**config.mk**
```make
export PLATFORM = sky130hd
export DESIGN_NAME = timed_priority_packet_queue
export DESIGN_NICKNAME = d
export VERILOG_FILES = /design/src/tpq_pkg.sv /design/src/tpq_cell.sv /design/src/timed_priority_packet_queue.sv
export SDC_FILE = /design/constraint.sdc
export NUM_CORES = 2
export LEC_CHECK = 0
export BUFFER_PORTS_ARGS = -buffer_cell sky130_fd_sc_hd__buf_4
export CAP_MARGIN = 25
export CORE_UTILIZATION = 50
export DETAILED_ROUTE_END_ITERATION = 10
export GPL_ROUTABILITY_DRIVEN = 0
export PLACE_DENSITY = 0.66
export SKIP_CTS_REPAIR_TIMING = 1
export SYNTH_ARGS = -nofsm -noshare
export SYNTH_HDL_FRONTEND = slang
export SYNTH_SLANG_ARGS = --single-unit
```
**constraint.sdc**
```tcl
create_clock -name clk -period 7.5 [get_ports clk]
set_input_delay 1.5 -clock clk [delete_from_list [all_inputs] [get_ports clk]]
set_output_delay 1.5 -clock clk [all_outputs]
set_load 0.02 [all_outputs]
```
**src/tpq_pkg.sv**
```systemverilog
// Shared types and constants for the timed priority packet queue.
package tpq_pkg;

	localparam int DEPTH_DEF = 32;
	localparam logic [5:0] CAP_RESET = 6'd32;

	// command codes
	localparam logic [2:0] CMD_ADD    = 3'd0;
	localparam logic [2:0] CMD_POP    = 3'd1;
	localparam logic [2:0] CMD_QUERY  = 3'd2;
	localparam logic [2:0] CMD_PEEK   = 3'd3;
	localparam logic [2:0] CMD_REMOVE = 3'd4;

	// status codes
	localparam logic [1:0] STAT_OK     = 2'd0;
	localparam logic [1:0] STAT_FULL   = 2'd1;
	localparam logic [1:0] STAT_NONE   = 2'd2;
	localparam logic [1:0] STAT_BADIDX = 2'd3;

	typedef struct packed {
		logic [7:0]  hnd;
		logic [7:0]  pri;
		logic [31:0] rel;
	} entry_t;

	typedef enum logic [1:0] {
		OP_HOLD,
		OP_ROTATE,
		OP_COMPACT,
		OP_WRITE
	} cell_op_t;

	typedef enum logic [2:0] {
		ST_IDLE,
		ST_SCAN,
		ST_FINISH,
		ST_COMPACT,
		ST_DONE
	} state_t;

endpackage

```
**src/tpq_cell.sv**
```systemverilog
// One entry cell: wr_entry on write, neighbor's on rotate/compact.
module tpq_cell import tpq_pkg::*; #(
	parameter int DEPTH = DEPTH_DEF,
	parameter int IDX = 0,
	localparam int IW = (DEPTH > 1) ? $clog2(DEPTH) : 1
) (
	input  logic          clk,
	input  cell_op_t      op,
	input  logic [IW-1:0] k,
	input  entry_t        wr_entry,
	input  entry_t        nb_entry,
	output entry_t        entry
);

	entry_t entry_q;

	// entry update by operation
	always_ff @(posedge clk) begin
		case (op)
			OP_ROTATE: entry_q <= nb_entry;
			OP_COMPACT: begin
				if (IW'(IDX) >= k) entry_q <= nb_entry;
			end
			OP_WRITE: begin
				if (IW'(IDX) == k) entry_q <= wr_entry;
			end
			default: ;
		endcase
	end

	assign entry = entry_q;

endmodule

```
**src/timed_priority_packet_queue.sv**
```systemverilog
// Top level: timed priority packet queue built as a ring of entry cells.
// Add, unused codes and bad index go straight to the result state; pop, query, peek and
// remove rotate the ring once in the scan state, then finish; a found pop or a remove compacts.
// One transaction at a time: no new command is taken until the result is accepted; the scan
// is set by the ring rotation that presents one entry per cycle at cell 0.
// Reset: arst_n clears entry count, state and sets capacity to 32; entry cells are not cleared.
module timed_priority_packet_queue import tpq_pkg::*; #(
	parameter int DEPTH = DEPTH_DEF
) (
	input  logic        clk,
	input  logic        arst_n,
	input  logic        cfg_valid,
	output logic        cfg_ready,
	input  logic [5:0]  cfg_data,
	input  logic        s_tvalid,
	output logic        s_tready,
	// command[2:0], handle[10:3], priority_req[18:11], release_time[50:19],
	// time_now[82:51], entry_index[87:83]
	input  logic [87:0] s_tdata,
	output logic        m_tvalid,
	input  logic        m_tready,
	// status[1:0], handle_out[9:2], ready_count[15:10], next_time[47:16],
	// next_valid[48], occupancy[54:49], zero[55]
	output logic [55:0] m_tdata
);

	localparam int CW = $clog2(DEPTH + 1);
	localparam int IW = (DEPTH > 1) ? $clog2(DEPTH) : 1;

	state_t state_q, state_d;
	logic [CW-1:0] count_q, s_q, rc_q;
	logic [5:0] cap_q;
	logic [2:0] cmd_q;
	logic [31:0] now_q, nt_q;
	logic [4:0] idx_q;
	logic found_q, anydue_q;
	logic [IW-1:0] best_q, k_q, k;
	logic [7:0] bpri_q, bhnd_q, hcap_q;
	logic [1:0] ost_q;
	logic [7:0] ohnd_q;
	logic [5:0] orc_q;
	logic [31:0] ont_q;
	logic onv_q;

	cell_op_t op;
	entry_t cells [DEPTH];
	entry_t wr_entry, head;

	logic in_acc, out_acc;
	logic [2:0] in_cmd;
	logic [4:0] in_idx;
	logic [8:0] cnt9, cap9, capeff, in_idx9;
	logic full, bad_in;
	logic live, due, earlier, scan_last;
	logic [31:0] d_now, d_nt;

	assign in_acc  = s_tvalid && s_tready;
	assign out_acc = m_tvalid && m_tready;
	assign cfg_ready = 1'b1;
	assign in_cmd = s_tdata[2:0];
	assign in_idx = s_tdata[87:83];
	assign wr_entry = '{hnd: s_tdata[10:3], pri: s_tdata[18:11], rel: s_tdata[50:19]};

	// capacity clamp and request checks
	assign cnt9 = 9'(count_q);
	assign cap9 = {3'b000, cap_q};
	assign capeff = (cap9 > 9'(DEPTH)) ? 9'(DEPTH) : cap9;
	assign full = cnt9 >= capeff;
	assign in_idx9 = {4'b0000, in_idx};
	assign bad_in = in_idx9 >= cnt9;

	// scan of the entry at the ring head
	assign head = cells[0];
	assign live = s_q < count_q;
	assign d_now = head.rel - now_q;
	assign due = (d_now == 32'd0) || d_now[31];
	assign d_nt = head.rel - nt_q;
	assign earlier = (s_q == '0) || d_nt[31];
	assign scan_last = s_q == CW'(DEPTH - 1);

	// ring of cells
	for (genvar j = 0; j < DEPTH; j++) begin : g_cell
		tpq_cell #(.DEPTH(DEPTH), .IDX(j)) u_cell (
			.clk      (clk),
			.op       (op),
			.k        (k),
			.wr_entry (wr_entry),
			.nb_entry (cells[(j + 1) % DEPTH]),
			.entry    (cells[j])
		);
	end

	// next state
	always_comb begin
		state_d = state_q;
		case (state_q)
			ST_IDLE: begin
				if (in_acc) begin
					if (in_cmd == CMD_POP || in_cmd == CMD_QUERY) state_d = ST_SCAN;
					else if ((in_cmd == CMD_PEEK || in_cmd == CMD_REMOVE) && !bad_in)
						state_d = ST_SCAN;
					else state_d = ST_DONE;
				end
			end
			ST_SCAN: begin
				if (scan_last) state_d = ST_FINISH;
			end
			ST_FINISH: begin
				if ((cmd_q == CMD_POP && found_q) || cmd_q == CMD_REMOVE)
					state_d = ST_COMPACT;
				else state_d = ST_DONE;
			end
			ST_COMPACT: state_d = ST_DONE;
			ST_DONE: begin
				if (out_acc) state_d = ST_IDLE;
			end
			default: state_d = ST_IDLE;
		endcase
	end

	// outputs and cell control
	always_comb begin
		s_tready = 1'b0;
		m_tvalid = 1'b0;
		op = OP_HOLD;
		k = k_q;
		case (state_q)
			ST_IDLE: begin
				s_tready = 1'b1;
				k = count_q[IW-1:0];
				if (s_tvalid && in_cmd == CMD_ADD && !full) op = OP_WRITE;
			end
			ST_SCAN: op = OP_ROTATE;
			ST_COMPACT: op = OP_COMPACT;
			ST_DONE: m_tvalid = 1'b1;
			default: ;
		endcase
	end

	// control registers
	always_ff @(posedge clk or negedge arst_n) begin
		if (!arst_n) begin
			state_q <= ST_IDLE;
			count_q <= '0;
			cap_q <= CAP_RESET;
		end else begin
			state_q <= state_d;
			if (cfg_valid) cap_q <= cfg_data;
			if (state_q == ST_IDLE && in_acc && in_cmd == CMD_ADD && !full)
				count_q <= count_q + 1'b1;
			if (state_q == ST_COMPACT) count_q <= count_q - 1'b1;
		end
	end

	// request, scan and result registers
	always_ff @(posedge clk) begin
		case (state_q)
			ST_IDLE: begin
				if (in_acc) begin
					cmd_q <= in_cmd;
					now_q <= s_tdata[82:51];
					idx_q <= in_idx;
					k_q <= IW'(in_idx);
					s_q <= '0;
					rc_q <= '0;
					found_q <= 1'b0;
					anydue_q <= 1'b0;
					nt_q <= '0;
					ost_q <= STAT_OK;
					ohnd_q <= '0;
					orc_q <= '0;
					ont_q <= '0;
					onv_q <= 1'b0;
					if (in_cmd == CMD_ADD && full) ost_q <= STAT_FULL;
					if ((in_cmd == CMD_PEEK || in_cmd == CMD_REMOVE) && bad_in)
						ost_q <= STAT_BADIDX;
				end
			end
			ST_SCAN: begin
				s_q <= s_q + 1'b1;
				if (live) begin
					if (due) begin
						rc_q <= rc_q + 1'b1;
						anydue_q <= 1'b1;
						if (!found_q || head.pri < bpri_q) begin
							found_q <= 1'b1;
							best_q <= s_q[IW-1:0];
							bpri_q <= head.pri;
							bhnd_q <= head.hnd;
						end
					end else if (!anydue_q && earlier) begin
						nt_q <= head.rel;
					end
					if (9'(s_q) == {4'b0000, idx_q}) hcap_q <= head.hnd;
				end
			end
			ST_FINISH: begin
				case (cmd_q)
					CMD_POP: begin
						if (found_q) begin
							ohnd_q <= bhnd_q;
							k_q <= best_q;
						end else begin
							ost_q <= STAT_NONE;
						end
					end
					CMD_QUERY: begin
						orc_q <= (now_q == 32'hFFFF_FFFF) ? 6'(count_q) : 6'(rc_q);
						if (count_q == '0) begin
							ost_q <= STAT_NONE;
						end else begin
							onv_q <= 1'b1;
							ont_q <= anydue_q ? now_q : nt_q;
						end
					end
					CMD_PEEK, CMD_REMOVE: ohnd_q <= hcap_q;
					default: ;
				endcase
			end
			default: ;
		endcase
	end

	assign m_tdata = {1'b0, 6'(count_q), onv_q, ont_q, orc_q, ohnd_q, ost_q};

	// checks
	a_no_accept_while_result: assert property (@(posedge clk) disable iff (!arst_n)
		s_tready |-> !m_tvalid) else $error("input taken while result pending");
	a_count_bound: assert property (@(posedge clk) disable iff (!arst_n)
		9'(count_q) <= 9'(DEPTH)) else $error("entry count above depth");
	a_compact_after_finish: assert property (@(posedge clk) disable iff (!arst_n)
		(state_q == ST_COMPACT) |-> $past(state_q) == ST_FINISH)
		else $error("compaction without scan");
	a_compact_nonempty: assert property (@(posedge clk) disable iff (!arst_n)
		(state_q == ST_COMPACT) |-> count_q != '0) else $error("compaction on empty queue");

endmodule

```
==> flow_summary.json <==
{
  "path_delay_family": "compound AO/OA/AOI/OAI gates",
  "synth_top_flop_cell": "edfxtp_1",
  "clock_path_buffers": 3,
  "tightest_slew_ns": 1.145,
  "antenna_found_initial": 1,
  "drcViolationCount": 0,
  "ys_ff_latch": 1720,
  "syn_to_final_growth_pct": 11.44,
  "min-delay-start": "g_cell[0].u_cell.entry[37]",
  "cts_sinks": 1720,
  "synth_top_cell_by_area": "edfxtp_1",
  "maxSlewHeadroom_pct": 23.66,
  "clk_latency_ns": 0.81,
  "crit_arrival_ns": 5.54,
  "synth_top_family_by_area": "compound AO/OA/AOI/OAI gates",
  "crit_slowest_cell": "o21ai_4",
  "synth_top_area_share_pct": 71.86,
  "rr_worst_depth": 13,
  "grt_pass1_wl_um": 244300,
  "drtPass1Iterations": 6,
  "nets": 4833,
  "io_pins": 158,
  "cp.required_ns": 7.93,
  "maxCapViolCount": 0,
  "dp_cells": 6355,
  "critical_path.max_stage_delay_ns": 0.77,
  "r2r_start": "count_q[0]",
  "finalSetupViolCount": 0,
  "synthSimpleGateAreaFrac_pct": 2.935,
  "hold_path.class": "flip-flop to flip-flop",
  "timing.setup.tns_ns": 0,
  "hold_violations": 0,
  "core_area_um2": 141400,
  "yosysUniqueCellTypes": 82,
  "worstSetupPathDepth": 13,
  "htree_levels": 4,
  "cp-end-kind": "flip-flop",
  "dp_hpwl_um": 95150,
  "rows": 138,
  "max_freq_ghz": 0.1957,
  "p_leak_nw": 34.15,
  "ys_top_cells_by_area": "edfxtp_1, a21o_1, buf_2",
  "synth.cell_area_um2": 71250,
  "cts_root_buffer": "clkbuf_16",
  "seq_area_frac_synth_pct": 72.39,
  "clock_skew_ns": 0.02622,
  "fillers": 11020,
  "rsz0062_at_grt": "false",
  "drt-wirelength-per-cell_um": 24.31,
  "syn_inst": 4631,
  "synth-adder-area-share_pct": 1.654,
  "worstHoldPathCells": 0,
  "synth_area_per_cell_um2": 15.38,
  "grt_max_degree": 239,
  "crit_path_frequent_cell": "a21o_1",
  "cts_tree": "yes",
  "grt_usage_pct": 22.75,
  "critical_path_class": "flip-flop to flip-flop",
  "die_h_um": 379.5,
  "path_clk_slew_ns": 0.06,
  "crit_chain": "inv_1, ha_1, nand2b_1, a21o_1, a21o_1, a21o_1, a21o_1, a21oi_4, buf_4, and2_1, nor2_1, o21ai_4, buf_4",
  "drt_iter0_drc": 4183,
  "synth_edf_count": 1705,
  "critPathLaunch": "count_q[0]",
  "startpoint_type": "flip-flop",
  "cts_made_buffers": 170,
  "vias": 39616,
  "outcome": "completed",
  "fp.dieW_um": 379.5,
  "wl_um": 162200,
  "cp_max_fo": 50,
  "detail-route-antenna-nets": 0,
  "port-buffer-count": 155,
  "synth-compound-area-share_pct": 18.45,
  "async_flop_share_pct": 0.8721,
  "power_density_nw_per_um2": 356.6,
  "muxShareOfSynthArea_pct": 0.9185,
  "synth-xor-area-share_pct": 0.4057,
  "start_util_pct": 50.38,
  "finalWorstPathRequiredPeriod_ns": 5.111,
  "min_period_over_period_pct": 68.15,
  "yosys_warnings": 0,
  "grt_pass1_vias": 38765,
  "drive_above_1_share_pct": 11.84,
  "vias_per_cell": 5.939,
  "finalMaxSlewViolations": 0,
  "crit_buf_inv": 3,
  "die_area_um2": 144000,
  "fin_cells": 6671,
  "max-vdd-ir-drop_uv": 267.3,
  "globalRouteOverflowTotal": 0,
  "synth_nets": 4823
}
==> layer usage <==
| metal | up-vias | routed length, um | GRT usage (%) |
|---|---|---|---|
| li1 | 17585 | - | - |
| met2 | 1300 | 74340 | 34.75 |
| met3 | 220 | 12120 | 4.760 |
| met1 | 20511 | 71540 | 32.92 |
| met4 | 0 | 4144 | 6.665 |
| met5 | - | 0 | 0 |
==> through the flow <==
step	util [%]	power, mW	setup WS [ns]	area (um2)	hold WS (ns)
detailed placement	52.36	20.33	2.242	74040	0.4752
finish	56.14	28.32	2.389	79390	0.4952
floorplan	-	18.26	0.4738	71250	0.4414
global placement	52.34	20.20	2.283	74010	0.4776
CTS	56.07	28.50	2.420	79290	0.4908
global route	56.14	29.49	2.187	79390	0.5028
==> layout by cell type (no fill, tap or decap), types with 14 or more instances in the layout <==
| master | netlist | final |
|---|---|---|
| dfrtp_1 | 14 | 14 |
| nor2_1 | 126 | 123 |
| and3_1 | 55 | 44 |
| buf_4 | 4 | 246 |
| clkinv_2 | 0 | 28 |
| nand3_1 | 22 | 22 |
| nand2b_1 | 16 | 15 |
| nor3_1 | 20 | 19 |
| edfxtp_1 | 1705 | 1705 |
| xnor2_1 | 20 | 20 |
| a21oi_1 | 80 | 73 |
| o21ai_0 | 71 | 54 |
| clkinv_1 | 1 | 43 |
| inv_1 | 90 | 90 |
| nand4_1 | 21 | 21 |
| and2_1 | 33 | 33 |
| mux2i_1 | 53 | 53 |
| a21o_1 | 1549 | 1549 |
| nand2_1 | 82 | 80 |
| clkbuf_16 | 0 | 172 |
| ha_1 | 91 | 91 |
| clkbuf_1 | 108 | 42 |
| o21ai_4 | 0 | 17 |
==> cells by family after synthesis <==
group / count (synthesis)
other: 2
adder cells (fa/ha/maj): 93
AO/OA/AOI/OAI: 1791
XOR/XNOR: 33
buffers and inverters: 509
flip-flops: 1720
multiplexers: 64
AND/OR/NAND/NOR: 419
==> cells in the mapped netlist (all sizes together) (5+ instances only) <==
| library cell | instances |
|---|---|
| xor2 | 13 |
| buf | 310 |
| nand2b | 16 |
| o31ai | 8 |
| o21a | 6 |
| and3 | 55 |
| clkbuf | 108 |
| a31oi | 8 |
| mux2 | 11 |
| edfxtp | 1705 |
| or2 | 5 |
| nor3 | 21 |
| o211ai | 9 |
| nor2 | 126 |
| a21oi | 81 |
| dfrtp | 14 |
| nand3 | 22 |
| a21o | 1551 |
| nor2b | 12 |
| nor4 | 9 |
| ha | 91 |
| nand2 | 84 |
| o21ai | 73 |
| xnor2 | 20 |
| nand4 | 21 |
| and2 | 34 |
| mux2i | 53 |
| inv | 90 |
| a211oi | 11 |
==> where the power goes <==
part | internal, mW | total (mW) | switching (mW)
Sequential | 13.6 | 14.4 | 0.779
Clock | 4.53 | 8.15 | 3.63
Combinational | 2.06 | 5.75 | 3.69
Total | 20.2 | 28.3 | 8.09
==> flip-flops by register name, summed over array words and instances (netlist names), 8 cells and up <==
name,flops
now_q,32
nt_q,32
ohnd_q,8
ont_q,32
bhnd_q,8
hcap_q,8
g_cell.u_cell.entry,1536
bpri_q,8
==> area by class of cell <==
type | count | area [um2] | share of cell area [%]
repair buffers | 256 | 2051 | 2.583
clock buffers | 216 | 4489 | 5.654
inverters | 91 | 341.6 | 0.4302
well taps | 1890 | 2365 | 2.978
multi-input cells | 2402 | 17800 | 22.42
clock inverters | 95 | 767.0 | 0.9660
diodes | 1 | 2.502 | 0.003152
flip-flops and latches | 1720 | 51580 | 64.96
==> final timing paths <==
kind | endpoint | slack, ns
worst max register to register | g_cell[24].u_cell.entry[1] | 2.39
worst max-delay path | g_cell[24].u_cell.entry[1] | 2.39
max in group asynchronous | cap_q[5] | 6.69
min in group asynchronous | count_q[0] | 0.55
worst min register to register | bpri_q[5] | 0.50
worst min-delay path | bpri_q[5] | 0.50
Power figures use the tool's default switching activity.
